File: config.mk
export PLATFORM = sky130hd
export DESIGN_NAME = oaht_front
export DESIGN_NICKNAME = d
export VERILOG_FILES = /design/src/rtl/oaht_pkg.sv /design/src/rtl/oaht_front.sv
export VERILOG_INCLUDE_DIRS = /design/src /design/src/rtl
export SDC_FILE = /design/constraint.sdc
export NUM_CORES = 1
export LEC_CHECK = 0
export BUFFER_PORTS_ARGS = -buffer_cell sky130_fd_sc_hd__buf_2
export CAP_MARGIN = 20
export CORE_MARGIN = 2
export CORE_UTILIZATION = 51
export DETAILED_ROUTE_END_ITERATION = 6
export PLACE_DENSITY = 0.78
export SYNTH_ARGS = -nofsm -noshare
export SYNTH_HDL_FRONTEND = slang
export SYNTH_SLANG_ARGS = --single-unit
File: constraint.sdc
create_clock -name clk -period 3.9 [get_ports clk]
set_clock_uncertainty 0.15 [all_clocks]
set_input_delay 0.78 -clock clk [delete_from_list [all_inputs] [get_ports clk]]
set_output_delay 0.78 -clock clk [all_outputs]
set_load 0.02 [all_outputs]
File: src/rtl/open_addressing_hash_table_defines.svh
// Assertion macros shared by the hash table RTL.
// Used by oaht_front and oaht_back; expects clk and rst in scope.
`ifndef OPEN_ADDRESSING_HASH_TABLE_DEFINES_SVH
`define OPEN_ADDRESSING_HASH_TABLE_DEFINES_SVH

// same-cycle implication, disabled in reset
`define OAHT_ASSERT_IMP(lbl, ante, cons, msg) \
  lbl: assert property (@(posedge clk) disable iff (rst) (ante) |-> (cons)) else $error(msg);

// next-cycle implication, disabled in reset
`define OAHT_ASSERT_NXT(lbl, ante, cons, msg) \
  lbl: assert property (@(posedge clk) disable iff (rst) (ante) |=> (cons)) else $error(msg);

`endif

File: src/rtl/oaht_pkg.sv
// Types and constants for the open-addressed hash table.
// No dependencies.
`default_nettype none
package oaht_pkg;

  localparam int KEY_W = 31;
  localparam int CMD_W = 2;
  localparam int CNT_W = 11;
  localparam int CFG_W = 11;

  localparam logic [1:0] CMD_INSERT = 2'd0;
  localparam logic [1:0] CMD_REMOVE = 2'd1;
  localparam logic [1:0] CMD_SEARCH = 2'd2;

  localparam logic [1:0] MODE_LINEAR = 2'd0;
  localparam logic [1:0] MODE_QUAD   = 2'd1;
  localparam logic [1:0] MODE_DOUBLE = 2'd2;

  localparam logic [1:0] ST_EMPTY    = 2'd0;
  localparam logic [1:0] ST_OCCUPIED = 2'd1;
  localparam logic [1:0] ST_DELETED  = 2'd2;

  localparam logic REG_PROBE_MODE = 1'b0;
  localparam logic REG_TABLE_SIZE = 1'b1;

  // reciprocal of ten: q = (x * RECIP10) >> 35 for any 32-bit x
  localparam logic [31:0] RECIP10 = 32'hCCCC_CCCD;

  typedef struct packed {
    logic             op_ok;
    logic [CMD_W-1:0] command;
    logic [KEY_W-1:0] key;
  } req_t;

endpackage
`default_nettype wire

File: src/rtl/oaht_front.sv
// Front end: accepts requests, classifies them and queues them (two entries).
// Depends on oaht_pkg.
`default_nettype none
`include "open_addressing_hash_table_defines.svh"
module oaht_front
  import oaht_pkg::*;
(
  input  wire logic             clk,
  input  wire logic             rst,
  input  wire logic             start,
  output logic                  busy,
  input  wire logic [CMD_W-1:0] command,
  input  wire logic [KEY_W-1:0] key,
  input  wire logic [1:0]       probe_mode,
  input  wire logic             clearing,
  output req_t                  q,
  output logic                  q_valid,
  input  wire logic             q_pop
);

  req_t       entries [2];
  logic       wp;
  logic       rp;
  logic [1:0] cnt;
  logic       push;
  req_t       incoming;

  assign busy    = clearing || (cnt == 2'd2);
  assign push    = start && !busy;
  assign q_valid = (cnt != 2'd0);
  assign q       = entries[rp];

  always_comb begin
    incoming.op_ok   = (probe_mode == MODE_LINEAR || probe_mode == MODE_QUAD ||
                        probe_mode == MODE_DOUBLE) &&
                       (command == CMD_INSERT || command == CMD_REMOVE ||
                        command == CMD_SEARCH);
    incoming.command = command;
    incoming.key     = key;
  end

  always_ff @(posedge clk) begin
    if (push) begin
      entries[wp] <= incoming;
    end
  end

  always_ff @(posedge clk) begin
    if (rst) begin
      wp  <= 1'b0;
      rp  <= 1'b0;
      cnt <= 2'd0;
    end else begin
      if (push) begin
        wp <= ~wp;
      end
      if (q_pop) begin
        rp <= ~rp;
      end
      if (push && !q_pop) begin
        cnt <= cnt + 2'd1;
      end else if (!push && q_pop) begin
        cnt <= cnt - 2'd1;
      end
    end
  end

  `OAHT_ASSERT_NXT(a_push_fills, push, cnt != 2'd0, "queue empty after push")
  `OAHT_ASSERT_IMP(a_pop_valid, q_pop, cnt != 2'd0, "pop from empty queue")
  `OAHT_ASSERT_IMP(a_full_busy, cnt == 2'd2, busy, "full queue not busy")

endmodule
`default_nettype wire

* After elaboration in Yosys (flattened, before gate mapping) *
Memory sizes are Yosys's and may differ from the RTL's. A register that Yosys moved wholly into a read port is not among the register bits.
Index checks and enable logic that the tools add are counted.

word-level totals
  flip-flop bits (word level) = 4
  latch bits = 0
  RAM bits = 68
  memory bits (read-only) = 0
  input bits = 40
  output and inout port bits = 36
  logic and storage cells = 35
  memories kept = 1

memory list
  name     words  bits a word  rd ports  clocked after memory_dff  wr ports  line              text
  entries  2      34           1         1                         1         oaht_front.sv:21  req_t entries [2];

operators by class
  add/sub/neg operators = 2
  multipliers = 0
  div/mod/pow operators = 0
  magnitude comparators = 0
  equal/unequal tests = 5
  shifts and indexed selects = 0
  mux-type cells = 6
  bitwise operators = 2
  reductions and logical operators = 16

operators with widths
  operator               number
  $eq A2 B2 Y1 const B   3
  $logic_or A1 B1 Y1     5
  $eq A2 B1 Y1 const B   2
  $logic_and A1 B1 Y1    4
  $logic_not A2 Y1       2
  $mux W1                4
  $mux W2                2
  $reduce_bool A2 Y1     2
  $logic_not A1 Y1       3
  $add A2 B1 Y2 const B  1
  $not A1 Y1             2
  $sub A2 B1 Y2 const B  1

* Logic depth before layout (Yosys ltp) *
  word-level depth = 8
  depth in mapped cells = 6
  mapped depth without buffers = 6

* Worst setup path after synthesis *
No wires, ideal clock.

  path kind = in2reg
  from = input port start
  to = memory entries[0][0] in the netlist's numbering (enable)
  arrival time = 2661 ps
  required time = 3321 ps
  path slack = 660 ps
  stages on the path = 3
  buffers on the path = 0
  cells stage by stage = nor2b_1 and2_1 nor2b_1

on the way
  cells in the longest elaborated chain, start to end = 3

ends and longest elaborated chain
  item                           line              text
  start: declaration             oaht_front.sv:10  input wire logic start,
  $logic_and A1 B1 Y1            oaht_front.sv:29  assign push = start && !busy;
  $mux W1                        oaht_front.sv:43  if (push) begin
  $mux W1 (not written as such)  oaht_front.sv:44  entries[wp] <= incoming;
  end: declaration               oaht_front.sv:21

No other way between the ends.

==> results.md <==
- Post_cts resized: 0
- First-pass GRT wire length: ~6700 um
- RSZ-0062 raised after global routing: false
- DPL Wire Length: 2830 um
- Die height: 76.7 um
- Starting density of the core: 52.7%
- Initial DRC Count: ~100
- Internal reg-to-reg setup slack: 1.79 ns
- Setup TNS: 0 ns
- Setup Buffers After CTS: 0
- Most frequently used cell type in the post-synthesis netlist: edfxtp_1
- Syn_nets: 175
- CTS Buf Count: 9
- Startpoint types: flop
- Total core area: 5110 um2
- CTS tree: yes
- End of the worst register-to-register path: entries[0][5]$_DFFE_PP_
- GRT Residual Overflow: 0
- PD cells: roughly 500 nW/um2
- Setup violators final: 0
- Worst Setup End Kind: output pin
- Final RePlAce weighted congestion: approximately 0.7
- DP Area: 3150 um2
- Hold path startpoint: rp$_SDFFE_PP0P_
- All-Layer GR Usage: 15.3%
- Vias in the first global route: between 1,000 and 1,500
- Total wire length: 4280 um
- R2r startpoint: cnt[0]$_SDFFE_PP0P_
- WL/cell: 14.6 um
- Endpoint, Worst Hold: rp$_SDFFE_PP0P_
- Cells after Synth: 134
- CTS Root Buffer Type: clkbuf_8
- Tcrit/Tclk final: 76.6%
- Initial antenna violation count: 0
- CP required: 2.97 ns
- Remaining DRCs: 0
- Pins Over Slew Limit: 0
- Actual slew at the worst max-slew pin: 1.00 ns
- Async S/R FF share, synth: 0%
- Fill cells: 391
- Ant diodes: 0
- EDFF count, synth: 68
- CP Max Fanout: 20
- Cell accounting for the most synthesized area: edfxtp_1
- Status: finished, final reports clean
- I/O pins: 76
- Sequential-to-total area share from yosys stat: 79.5%
- Tot Pwr: 0.00165 W
- Worst-skew pair later-pin latency: between 0.3 and 0.4 ns
- Final Util: 65.3%
- Syn_area_per_cell: just over 20 um2
- Ys Warns: 0
- H-tree levels: 3
- Worst Hold Class: flop to flop
- Final hold vios: 0
- Hold path cells: 2
- #FFs+latches synth: 73
- DR vias/cell: between 4 and 5
- Std cell rows: 26
- I/O Buffers: 75
- Multi-input gate area: 529 um2
- Depth of the most critical reg-to-reg path: 3
- Crit path time final: between 2 and 3 ns
- Netlist cell types: 20
- Ranking of synthesized cells by area: edfxtp_1 76%, mux2_2 14%, dfxtp_1 3.7%
- Synth top area share: 75.8%
- Syn Std Cell Area: 2690 um2
- Fmax: around 330 MHz
- Die ar.: 5880 um2
- FF+latch area: 2140 um2
- WS Path Type: flop to output pin
- Lkg Pwr: 1.26 nW
- Worst vdd ir: 353 uV
- Max-cap violations: 0
- Area Overhead vs Synth: 23.7%
- Commonest cells post-synth: 68 x edfxtp_1, 34 x mux2_2, 5 x dfxtp_1, 4 x nor2_1
- # hold bufs at CTS: 0
- Main synth FF type: edfxtp_1
- Total clock sinks: 73
- Largest net degree at the start of global routing: 35
- Final Cell Area: 3330 um2
- Antenna viol nets, final: 0
- Slew HR: 33.1%
- Clock Tree Buf Depth: 2
- Via count: approximately 1,500
- First-pass DRT Iterations: 4
- Crit path arrival time: around 2.1 ns
- Fin nets: 259
- DIE WIDTH: between 70 and 80 um
- Share of cells above drive strength 1: 56.5%
- Clk pin slew, worst setup/hold paths: 0.06 ns
metal layers:
metal	GRT usage [%]	wire length (um)
met5	0	0
met4	7.64	74
met3	4.47	249
met2	25.0	2120
met1	18.5	1840
layout make-up:
type                    count  area share, %
repair buffers             77           11.7
inverters                   1          0.113
multi-input cells          56           15.9
well taps                  70           2.63
flip-flops and latches     73           64.3
clock buffers              16           5.41
per-stage QoR:
| step | hold WS [ns] | cells | worst slack, ns |
|---|---|---|---|
| 2_1_floorplan | 0.311 | 134 | 0.660 |
| 3_3_place_gp | 0.339 | 277 | 1.24 |
| 3_5_place_dp | 0.353 | 277 | 1.22 |
| 4_1_cts | 0.375 | 293 | 0.885 |
| 5_1_grt | 0.417 | 293 | 0.756 |
| 6_report | 0.375 | 293 | 0.913 |
worst max-delay path: stages, from the launching register on:
cell,delay [ns]
dfxtp_1,0.87
buf_4,0.33
mux2_2,0.37
buf_2,0.16
worst max path at each step:
stage	cells past startpoint	start	slack, ns	end
finish	3	flop	0.91	q[10]
global route	3	flop	0.76	q[10]
CTS	3	flop	0.88	q[10]
detailed placement	4	clearing	1.22	entries[0][16]$_DFFE_PP_
global placement	4	clearing	1.24	entries[0][16]$_DFFE_PP_
floorplan	3	start	0.66	entries[0][0]$_DFFE_PP_
report_power, final:
part	leakage, nW	switching, W	internal, W
sequential	0.664	0.0000192	0.000901
combinational	0.504	0.000118	0.0000912
clock	0.0910	0.000237	0.000285
kinds of logic after synthesis:
group / synth area share, %
flops: 79.5
mux: 14.2
simple gates: 2.83
buf+inv: 1.16
compound gates: 0.836
xor+xnor: 0.976
fa+ha+maj: 0.464
cells in the final DEF (no fill, tap or decap), types with 2 or more instances in the layout:
cell	count
o21ai_0	2
clkbuf_8	12
mux2_2	34
nand2b_1	3
xor2_1	2
dfxtp_1	5
nor2_1	4
edfxtp_1	68
clkbuf_1	4
buf_2	75
buf_4	2
flip-flops by register name, summed over array words and instances (netlist names), named ones only:
name     cells
entries     68
wp           1
rp           1
cnt          2
Note: power is estimated with default switching activity, not from simulation.
